`config.mk`:
```
export PLATFORM = sky130hd
export DESIGN_NAME = sql_statement_end_scanner
export DESIGN_NICKNAME = d
export VERILOG_FILES = /design/src/rtl/sses_pkg.sv /design/src/rtl/sses_classifier.sv /design/src/rtl/sses_queue.sv /design/src/rtl/sses_scanner.sv /design/src/rtl/sql_statement_end_scanner.sv
export SDC_FILE = /design/constraint.sdc
export NUM_CORES = 1
export LEC_CHECK = 0
export BUFFER_PORTS_ARGS = -buffer_cell sky130_fd_sc_hd__buf_2
export CAP_MARGIN = 20
export CORE_ASPECT_RATIO = 1.2
export CORE_MARGIN = 3
export CORE_UTILIZATION = 45
export DETAILED_ROUTE_END_ITERATION = 16
export GPL_ROUTABILITY_DRIVEN = 0
export PLACE_DENSITY = 0.66
export SLEW_MARGIN = 0
export SYNTH_ARGS = -nofsm -noshare
export SYNTH_HDL_FRONTEND = slang
export SYNTH_SLANG_ARGS = --single-unit
```
`constraint.sdc`:
```
create_clock -name aclk -period 3.99 [get_ports aclk]
set_clock_uncertainty 0.15 [all_clocks]
set_input_delay 0.5985 -clock aclk [delete_from_list [all_inputs] [get_ports aclk]]
set_output_delay 0.5985 -clock aclk [all_outputs]
set_load 0.005 [all_outputs]
```
`src/rtl/sses_pkg.sv`:
```
// Shared types, character codes and classifier function for the statement end scanner.
`default_nettype none

package sses_pkg;

    localparam int QUEUE_DEPTH = 4;

    localparam logic [7:0] CH_QUOTE    = 8'h27;
    localparam logic [7:0] CH_BACKTICK = 8'h60;
    localparam logic [7:0] CH_SEMI     = 8'h3B;
    localparam logic [7:0] CH_DASH     = 8'h2D;
    localparam logic [7:0] CH_SLASH    = 8'h2F;
    localparam logic [7:0] CH_STAR     = 8'h2A;
    localparam logic [7:0] CH_NEWLINE  = 8'h0A;

    typedef enum logic [2:0] {
        CLS_OTHER    = 3'd0,
        CLS_QUOTE    = 3'd1,
        CLS_BACKTICK = 3'd2,
        CLS_SEMI     = 3'd3,
        CLS_DASH     = 3'd4,
        CLS_SLASH    = 3'd5,
        CLS_STAR     = 3'd6,
        CLS_NEWLINE  = 3'd7
    } char_class_t;

    typedef struct packed {
        logic        restart;
        char_class_t cls;
    } scan_entry_t;

    typedef struct packed {
        logic full;
        logic empty;
    } queue_status_t;

    function automatic char_class_t classify(input logic [7:0] b);
        char_class_t c;
        case (b)
            CH_QUOTE:    c = CLS_QUOTE;
            CH_BACKTICK: c = CLS_BACKTICK;
            CH_SEMI:     c = CLS_SEMI;
            CH_DASH:     c = CLS_DASH;
            CH_SLASH:    c = CLS_SLASH;
            CH_STAR:     c = CLS_STAR;
            CH_NEWLINE:  c = CLS_NEWLINE;
            default:     c = CLS_OTHER;
        endcase
        return c;
    endfunction

endpackage

`default_nettype wire

```
`src/rtl/sses_classifier.sv`:
```
// Front end: accepts input bytes and reduces each to a character class for the queue.
`default_nettype none

module sses_classifier (
    input  wire logic                   s_tvalid,
    output logic                        s_tready,
    input  wire logic [7:0]             s_tdata,   // [7:0] text_byte
    input  wire logic [0:0]             s_tuser,   // [0] restart
    input  wire sses_pkg::queue_status_t q_status,
    output logic                        push,
    output sses_pkg::scan_entry_t       push_entry
);

    assign s_tready           = !q_status.full;
    assign push               = s_tvalid && !q_status.full;
    assign push_entry.restart = s_tuser[0];
    assign push_entry.cls     = sses_pkg::classify(s_tdata);

endmodule

`default_nettype wire

```
`src/rtl/sses_queue.sv`:
```
// Small register queue of classified bytes between front and back ends.
`default_nettype none

module sses_queue #(
    parameter int DEPTH = sses_pkg::QUEUE_DEPTH
) (
    input  wire logic                    aclk,
    input  wire logic                    aresetn,
    input  wire logic                    push,
    input  wire sses_pkg::scan_entry_t   push_entry,
    input  wire logic                    pop,
    output sses_pkg::scan_entry_t        pop_entry,
    output sses_pkg::queue_status_t      status
);

    localparam int PTR_W = (DEPTH > 1) ? $clog2(DEPTH) : 1;
    localparam int CNT_W = $clog2(DEPTH + 1);

    sses_pkg::scan_entry_t mem_reg [DEPTH];
    logic [PTR_W-1:0] wr_ptr_reg, wr_ptr_next;
    logic [PTR_W-1:0] rd_ptr_reg, rd_ptr_next;
    logic [CNT_W-1:0] count_reg, count_next;

    function automatic logic [PTR_W-1:0] bump(input logic [PTR_W-1:0] p);
        return (p == PTR_W'(DEPTH - 1)) ? '0 : p + 1'b1;
    endfunction

    assign status.full  = (count_reg == CNT_W'(DEPTH));
    assign status.empty = (count_reg == '0);
    assign pop_entry    = mem_reg[rd_ptr_reg];

    always_comb begin
        wr_ptr_next = push ? bump(wr_ptr_reg) : wr_ptr_reg;
        rd_ptr_next = pop  ? bump(rd_ptr_reg) : rd_ptr_reg;
        count_next  = count_reg;
        if (push && !pop) begin
            count_next = count_reg + 1'b1;
        end else if (pop && !push) begin
            count_next = count_reg - 1'b1;
        end
    end

    always_ff @(posedge aclk) begin
        if (!aresetn) begin
            wr_ptr_reg <= '0;
            rd_ptr_reg <= '0;
            count_reg  <= '0;
        end else begin
            wr_ptr_reg <= wr_ptr_next;
            rd_ptr_reg <= rd_ptr_next;
            count_reg  <= count_next;
        end
    end

    always_ff @(posedge aclk) begin
        if (push) begin
            mem_reg[wr_ptr_reg] <= push_entry;
        end
    end

`ifndef SYNTHESIS
    a_no_push_full: assert property (@(posedge aclk) disable iff (!aresetn)
        push |-> !status.full)
        else $error("queue written while full");
    a_no_pop_empty: assert property (@(posedge aclk) disable iff (!aresetn)
        pop |-> !status.empty)
        else $error("queue read while empty");
`endif

endmodule

`default_nettype wire

```
`src/rtl/sses_scanner.sv`:
```
// Back end: scan mode state machine and registered result stage.
`default_nettype none

module sses_scanner (
    input  wire logic                    aclk,
    input  wire logic                    aresetn,
    input  wire sses_pkg::queue_status_t q_status,
    input  wire sses_pkg::scan_entry_t   pop_entry,
    output logic                         pop,
    output logic                         m_tvalid,
    input  wire logic                    m_tready,
    output logic [7:0]                   m_tdata,   // [0] inside_quote, [7:1] zero
    output logic                         m_tlast    // statement_end
);

    typedef enum logic [9:0] {
        MODE_PLAIN      = 10'b00_0000_0001,
        MODE_DASH       = 10'b00_0000_0010,
        MODE_SLASH      = 10'b00_0000_0100,
        MODE_STR        = 10'b00_0000_1000,
        MODE_STR_Q      = 10'b00_0001_0000,
        MODE_ID         = 10'b00_0010_0000,
        MODE_ID_Q       = 10'b00_0100_0000,
        MODE_LINE       = 10'b00_1000_0000,
        MODE_BLOCK      = 10'b01_0000_0000,
        MODE_BLOCK_STAR = 10'b10_0000_0000
    } scan_mode_t;

    scan_mode_t mode_reg, mode_next, mode_cur;
    logic       m_valid_reg, m_valid_next;
    logic       stmt_end_reg, stmt_end_next;
    logic       inside_reg, inside_next;
    logic       take_plain;

    assign pop = !q_status.empty && (!m_valid_reg || m_tready);

    always_comb begin
        mode_cur      = pop_entry.restart ? MODE_PLAIN : mode_reg;
        mode_next     = mode_cur;
        stmt_end_next = 1'b0;
        take_plain    = 1'b0;

        case (mode_cur)
            MODE_DASH: begin
                if (pop_entry.cls == sses_pkg::CLS_DASH) mode_next = MODE_LINE;
                else take_plain = 1'b1;
            end
            MODE_SLASH: begin
                if (pop_entry.cls == sses_pkg::CLS_STAR) mode_next = MODE_BLOCK;
                else take_plain = 1'b1;
            end
            MODE_STR: begin
                mode_next = (pop_entry.cls == sses_pkg::CLS_QUOTE) ? MODE_STR_Q : MODE_STR;
            end
            MODE_STR_Q: begin
                if (pop_entry.cls == sses_pkg::CLS_QUOTE) mode_next = MODE_STR;
                else take_plain = 1'b1;
            end
            MODE_ID: begin
                mode_next = (pop_entry.cls == sses_pkg::CLS_BACKTICK) ? MODE_ID_Q : MODE_ID;
            end
            MODE_ID_Q: begin
                if (pop_entry.cls == sses_pkg::CLS_BACKTICK) mode_next = MODE_ID;
                else take_plain = 1'b1;
            end
            MODE_LINE: begin
                mode_next = (pop_entry.cls == sses_pkg::CLS_NEWLINE) ? MODE_PLAIN : MODE_LINE;
            end
            MODE_BLOCK: begin
                mode_next = (pop_entry.cls == sses_pkg::CLS_STAR) ? MODE_BLOCK_STAR
                                                                  : MODE_BLOCK;
            end
            MODE_BLOCK_STAR: begin
                if (pop_entry.cls == sses_pkg::CLS_SLASH) mode_next = MODE_PLAIN;
                else if (pop_entry.cls == sses_pkg::CLS_STAR) mode_next = MODE_BLOCK_STAR;
                else mode_next = MODE_BLOCK;
            end
            default: begin
                take_plain = 1'b1;
            end
        endcase

        // plain code, a held dash/slash or a closed quote/backtick scans this byte as plain code
        if (take_plain) begin
            case (pop_entry.cls)
                sses_pkg::CLS_DASH:     mode_next = MODE_DASH;
                sses_pkg::CLS_SLASH:    mode_next = MODE_SLASH;
                sses_pkg::CLS_QUOTE:    mode_next = MODE_STR;
                sses_pkg::CLS_BACKTICK: mode_next = MODE_ID;
                sses_pkg::CLS_SEMI: begin
                    mode_next     = MODE_PLAIN;
                    stmt_end_next = 1'b1;
                end
                default:                mode_next = MODE_PLAIN;
            endcase
        end

        inside_next = (mode_next == MODE_STR) || (mode_next == MODE_ID) ||
                      (mode_next == MODE_BLOCK) || (mode_next == MODE_BLOCK_STAR);

        if (pop) begin
            m_valid_next = 1'b1;
        end else if (m_tready) begin
            m_valid_next = 1'b0;
        end else begin
            m_valid_next = m_valid_reg;
        end
    end

    always_ff @(posedge aclk) begin
        if (!aresetn) begin
            mode_reg    <= MODE_PLAIN;
            m_valid_reg <= 1'b0;
        end else begin
            if (pop) begin
                mode_reg <= mode_next;
            end
            m_valid_reg <= m_valid_next;
        end
    end

    always_ff @(posedge aclk) begin
        if (pop) begin
            stmt_end_reg <= stmt_end_next;
            inside_reg   <= inside_next;
        end
    end

    assign m_tvalid = m_valid_reg;
    assign m_tlast  = stmt_end_reg;
    assign m_tdata  = {7'd0, inside_reg};

`ifndef SYNTHESIS
    a_end_not_inside: assert property (@(posedge aclk) disable iff (!aresetn)
        (m_valid_reg && stmt_end_reg) |-> !inside_reg)
        else $error("statement end flagged inside quoted context");
    a_restart_plain_semi: assert property (@(posedge aclk) disable iff (!aresetn)
        (pop && pop_entry.restart && pop_entry.cls == sses_pkg::CLS_SEMI)
        |=> (m_valid_reg && stmt_end_reg))
        else $error("semicolon after restart not flagged");
`endif

endmodule

`default_nettype wire

```
`src/rtl/sql_statement_end_scanner.sv`:
```
// Top level of the SQL statement end scanner: front classifier, queue, back scanner.
//
//  channel | dir | tdata              | tuser      | tlast
//  s_      | in  | [7:0] text_byte    | [0] restart | -
//  m_      | out | [0] inside_quote   | -          | statement_end
//
//  One byte per cycle sustained while m_tready stays high; each accepted byte is written
//  into the queue, then popped into the output register.
//  The mode register updates once per byte, so the mode state machine sets the rate.
//  The queue holds QUEUE_DEPTH bytes; s_tready drops only when it is full.
//  aresetn is synchronous, active low, and returns the scanner to plain code.
`default_nettype none

module sql_statement_end_scanner #(
    parameter int QUEUE_DEPTH = sses_pkg::QUEUE_DEPTH
) (
    input  wire logic       aclk,
    input  wire logic       aresetn,
    input  wire logic       s_tvalid,
    output logic            s_tready,
    input  wire logic [7:0] s_tdata,   // [7:0] text_byte
    input  wire logic [0:0] s_tuser,   // [0] restart
    output logic            m_tvalid,
    input  wire logic       m_tready,
    output logic [7:0]      m_tdata,   // [0] inside_quote, [7:1] zero
    output logic            m_tlast    // statement_end
);

    sses_pkg::queue_status_t q_status;
    sses_pkg::scan_entry_t   push_entry;
    sses_pkg::scan_entry_t   pop_entry;
    logic                    push;
    logic                    pop;

    sses_classifier u_front (
        .s_tvalid   (s_tvalid),
        .s_tready   (s_tready),
        .s_tdata    (s_tdata),
        .s_tuser    (s_tuser),
        .q_status   (q_status),
        .push       (push),
        .push_entry (push_entry)
    );

    sses_queue #(
        .DEPTH (QUEUE_DEPTH)
    ) u_queue (
        .aclk       (aclk),
        .aresetn    (aresetn),
        .push       (push),
        .push_entry (push_entry),
        .pop        (pop),
        .pop_entry  (pop_entry),
        .status     (q_status)
    );

    sses_scanner u_back (
        .aclk      (aclk),
        .aresetn   (aresetn),
        .q_status  (q_status),
        .pop_entry (pop_entry),
        .pop       (pop),
        .m_tvalid  (m_tvalid),
        .m_tready  (m_tready),
        .m_tdata   (m_tdata),
        .m_tlast   (m_tlast)
    );

endmodule

`default_nettype wire

```
==> results.toml, run 1 <==
[global_routing]
antenna_found_initial = 0
grt_max_degree = 17
grtUsageMet2_pct = 30.2
use_met1_pct = 16.7
grt_overflow = 0
grtUsageTotal_pct = 15.7
gr-usage-met3_pct = 3.75
grt_pass1_wl_um = 7050
busiest_layer = "met2"
grt_pass1_vias = 1594

[synthesis]
synth_area_per_cell_um2 = 9.83
syn_area_mm2 = 0.00219
yosysUniqueCellTypes = 53
seq_area_frac_synth_pct = 42.9
synth_top_flop_cell = "dfxtp_1"
synth_edf_count = 18
async_flop_share_pct = 0
syn_inst = 223
synth-seq-cells = 38
yosysWarningCount = 0

[timing]
setup_viol_count_final = 0
fin_crit_ps = 2820
slew_headroom_pct = 52.4
setup_tns_ps = 0
rsz0062_at_grt = "false"
setup_ws_ps = 1170
hold_viol = 0
tightestPinTransition_ps = 705
fmax_mhz = 354
holdWs_ps = 331
finalMaxSlewViolations = 0
timing.final.crit_share_pct = 70.7

[cells_and_area]
drive_above_1_share_pct = 15.5
final_nets = 257
largest_register_ffs = 16
seq_area_um2 = 941
utilization_pct = 50.6
antenna_cells = 0
fillers = 450
multiInputGateArea_mm2 = 0.00115
syn_to_final_growth_pct = 7.71

[detailed_routing]
ant_nets = 0
drt_wl_total_um = 4080
vias_per_cell = 5.55
route.vias.total = 1644
firstDrtPassIters = 4
wire_per_inst_um = 13.8
drc = 0
drt_iter0_drc = 76

[worst_setup_path]
slowest_delay_ps = 620
crit_arrival_ps = 2700
startpoint_type = "register"
path_delay_family = "compound AO/OA/AOI/OAI gates"
end_kind = "register"
cp.required_ps = 3870
path_cells = "mux4_2 -> nor3_2 -> o211ai_1 -> and4_1 -> a221oi_4 -> a31o_1 -> nand4_1"
critical-path-slowest-cell = "mux4_2"
path_max_fanout = 7
cp_num_buf_inv = 0
criticalPathCategory = "register to register"

[floorplan]
die_h_um = 82.5
dieArea_mm2 = 0.00575
fp.dieW_um = 69.7
start_util_pct = 47.0
rows = 27
pin_count = 24
core_area_mm2 = 0.00466

[clock_tree]
cts.clk_slew.worst_paths_ps = 70
numCtsBuffers = 5
cts-root-buf = "clkbuf_8"
htree_levels = 2
holdBufCountCts = 0
cts_setup_buffers = 0
worstSkewPairLatency_ps = 290
clock_sinks = 38
cts_tree = "yes"
cts_buffer_depth = 2
post_cts.resized_instances = 0

[run_status]
status = "complete, no violations"

[run]
drv_cap = 0

[pwr]
vdd_drop_max_uv = 343
power_density_mw_per_mm2 = 615
leakagePower_uw = 0.000882

[placement]
place_ws_ps = 1170
dp_hpwl_um = 3190
portBuffers = 16

[worst_hold_path]
hold_class = "register to register"
worst reg2reg max path: stages (launching register included):
cell      delay (ps)
dfxtp_1          510
mux4_2           620
nor3_2           260
o211ai_1         120
and4_1           230
a221oi_4         340
a31o_1           230
nand4_1           80
per-stage QoR:
stage               power (µW)  std cells  instance area, µm²
CTS                       1470        296                2360
floorplan                 1090        229                2210
finish                    1450        296                2360
detailed placement        1200        288                2270
global placement          1190        288                2270
global route              1580        296                2360
cells in the final DEF, fill, tap and decap left out, types with 3 or more instances in the layout:
| cell | netlist | routed |
|---|---|---|
| inv_1 | 9 | 9 |
| o21ai_0 | 7 | 7 |
| nand4_1 | 4 | 4 |
| clkbuf_8 | 0 | 5 |
| a21oi_1 | 14 | 14 |
| mux4_2 | 4 | 4 |
| xor2_1 | 4 | 4 |
| nor2_1 | 22 | 22 |
| nor2b_1 | 8 | 8 |
| a31oi_1 | 3 | 3 |
| ha_1 | 6 | 6 |
| o21ai_1 | 3 | 3 |
| or3_1 | 4 | 4 |
| edfxtp_1 | 18 | 18 |
| buf_2 | 0 | 16 |
| dfxtp_1 | 20 | 20 |
| nand2_1 | 18 | 18 |
| and3_1 | 5 | 5 |
| nor3_1 | 4 | 4 |
| and4_1 | 3 | 3 |
| nor4b_1 | 4 | 4 |
| nand3_1 | 10 | 10 |
| conb_1 | 1 | 7 |
| mux2i_1 | 5 | 5 |
metal layers:
layer,up-vias,wire [µm]
met4,0,51
met2,35,2140
met3,6,157
met1,768,1730
li1,835,-
met5,-,0
synth_stat cells (2+ instances only):
cell type,count,area [µm²]
xor2_1,4,35.0
nand3_1,10,50.1
nand2_1,18,67.6
nor4b_1,4,35.0
a21oi_1,14,70.1
nor3b_1,2,15.0
and4_1,3,26.3
dfxtp_1,20,400
nand2b_1,2,12.5
buf_4,8,60.1
mux2i_1,5,50.1
nand4_1,4,25.0
or3_1,4,25.0
o21ai_0,7,35.0
edfxtp_1,18,541
nor2b_1,8,50.1
and3_1,5,31.3
nor2_1,22,82.6
a31oi_1,3,18.8
inv_1,9,33.8
a31o_1,2,17.5
mux4_2,4,90.1
nor3_1,4,20.0
a2bb2oi_1,2,17.5
ha_1,6,75.1
clkbuf_1,6,22.5
o21ai_1,3,15.0
layout make-up:
type	instances	share of cell area, %
Sequential cell	38	39.9
Tap cell	58	3.07
Clock inverter	2	0.636
Timing Repair Buffer	16	3.39
Clock buffer	6	3.07
Inverter	9	1.43
Multi-Input combinational cell	167	48.5
power by group:
part	total (µW)	internal (µW)	switching (µW)
clock network	256	123	133
registers	581	495	86.1
logic	615	254	362
kinds of logic (layout without fill, tap and decap cells):
family / Yosys count / after routing / synth area share [%]
other: 1 / 7 / 0.171
AO/OA/AOI/OAI: 45 / 45 / 14.8
XOR/XNOR: 4 / 4 / 1.60
multiplexers: 9 / 9 / 6.39
AND/OR/NAND/NOR: 95 / 95 / 23.9
adder cells (fa/ha/maj): 7 / 7 / 4.34
flip-flops: 38 / 38 / 42.9
buffers and inverters: 24 / 33 / 5.82
worst paths after layout:
| kind | startpoint | endpoint | slack (ps) | depth (start not counted) |
|---|---|---|---|---|
| worst max-delay path | register | u_back.inside_reg | 1170 | 7 |
| worst min-delay path | u_back.m_tvalid | u_back.m_tvalid | 330 | 2 |
| worst max register to register | register | u_back.inside_reg | 1170 | 7 |
| worst min register to register | u_back.m_tvalid | u_back.m_tvalid | 330 | 2 |
(Power assumes the default switching activity.)
==> inputs of run 2 (changes only) <==
PLACE_DENSITY = 0.68   (was 0.66)
clock period = 2.4 ns   (was 3.99 ns; I/O delays follow)
==> results.toml, run 2 (synthesized netlist as in run 1, its figures left out) <==
[timing]
fin_crit_ps = 2450
setup_ws_ps = -54.5
finalMaxSlewViolations = 0
timing.final.crit_share_pct = 102
tightestPinTransition_ps = 796
fmax_mhz = 407
rsz0062_at_grt = "true"
hold_viol = 0
slew_headroom_pct = 46.2
setup_viol_count_final = 2

[detailed_routing]
drt_wl_total_um = 4630
vias_per_cell = 5.41
firstDrtPassIters = 4
drt_iter0_drc = 88
ant_nets = 0
wire_per_inst_um = 14.1
route.vias.total = 1781
drc = 0

[pwr]
leakagePower_uw = 0.00107
power_density_mw_per_mm2 = 1070
vdd_drop_max_uv = 576

[global_routing]
grtUsageTotal_pct = 17.3
grt_max_degree = 17
grt_pass1_wl_um = 7650
antenna_found_initial = 0
grt_pass1_vias = 1732
grt_overflow = 0

[placement]
dp_hpwl_um = 3460
place_ws_ps = -110
portBuffers = 16
place_inst = 320

[cells_and_area]
final_cell_mix = "buf_4 (32), nor2_1 (21), nand2_1 (18), edfxtp_1 (18), dfxtp_1 (17)"
drive_above_1_share_pct = 31.0
largest_register_ffs = 16
layout_commonest_cell = "buf_4"
stdcell_count = 329
syn_to_final_growth_pct = 23.2
fillers = 409
final_nets = 290
antenna_cells = 0

[floorplan]
rows = 27
die_h_um = 82.5
start_util_pct = 47.0
core_area_mm2 = 0.00466
fp.dieW_um = 69.7
pin_count = 24
dieArea_mm2 = 0.00575

[clock_tree]
cts.clk_slew.worst_paths_ps = 80
numCtsBuffers = 5
clock_sinks = 38
cts_tree = "yes"
cts-root-buf = "clkbuf_8"
worstSkewPairLatency_ps = 290
cts_buffer_depth = 2
htree_levels = 2

[run_status]
status = "finished, violations left"
violations = "setup timing"

[worst_hold_path]
hold_class = "input port to register"

[worst_setup_path]
slowest_delay_ps = 590
startpoint_type = "register"
path_max_fanout = 5
criticalPathCategory = "register to register"
critical-path-slowest-cell = "mux4_2"
crit_arrival_ps = 2340
path_delay_family = "multiplexers"
end_kind = "register"
path_cells = "mux4_2 -> nor3_4 -> o211ai_1 -> and4_1 -> a221oi_4 -> a31o_1 -> nand4_1"
cp_num_buf_inv = 0
cp.required_ps = 2280

[run]
drv_cap = 0
-- run 2: final timing paths --
path | start | slack, ps | depth (start not counted) | end
min | s_tuser | 130 | 1 | u_queue.mem_reg[3][3]
max reg2reg | register | -50 | 7 | u_back.inside_reg
min reg2reg | u_back.m_tvalid | 330 | 2 | u_back.m_tvalid
max | register | -50 | 7 | u_back.inside_reg
-- run 2: stage by stage --
step	instance area (µm²)	util, %	hold slack (ps)	total power, µW	setup TNS, ps
4_1_cts	2670	57.3	115	2850	-36.4
3_5_place_dp	2550	54.7	315	2360	-385
2_1_floorplan	2250	-	304	1890	-115
5_1_grt	2700	57.9	113	3080	-392
6_report	2700	57.9	129	2890	-76.5
3_3_place_gp	2550	54.7	307	2340	-115
-- run 2: area by class of cell --
class | count | area [µm²] | share of cell area [%]
multi-input combinational | 167 | 1230 | 45.5
tap | 58 | 72.6 | 2.69
clock inverter | 2 | 15.0 | 0.556
inverter | 9 | 33.8 | 1.25
timing repair buffer | 49 | 332 | 12.3
sequential | 38 | 947 | 35.1
clock buffer | 6 | 72.6 | 2.69
-- run 2: layer usage --
layer  global-route usage (%)  routed length [µm]  share of wire (%)  vias up
met5                        0                   0                  0        -
met4                     8.43                 131                2.8        0
met3                     4.36                 216                4.7        9
met2                     32.5                2370                 51       43
met1                     18.1                1910                 41      827
li1                         -                   -                  -      902
-- run 2: report_power, final --
group | leakage [µW] | switching (µW) | internal, µW
sequential | 0.000329 | 104 | 831
clock | 0.0000374 | 234 | 205
combinational | 0.000701 | 793 | 721
-- run 2: what timing repair did --
item / 4_1_cts / 5_1_grt
pin swaps: 5 / 6
resized for setup: 6 / 8
hold buffers: 0 / 0
setup endpoints to repair: 6 / 9
setup buffers: 1 / 0
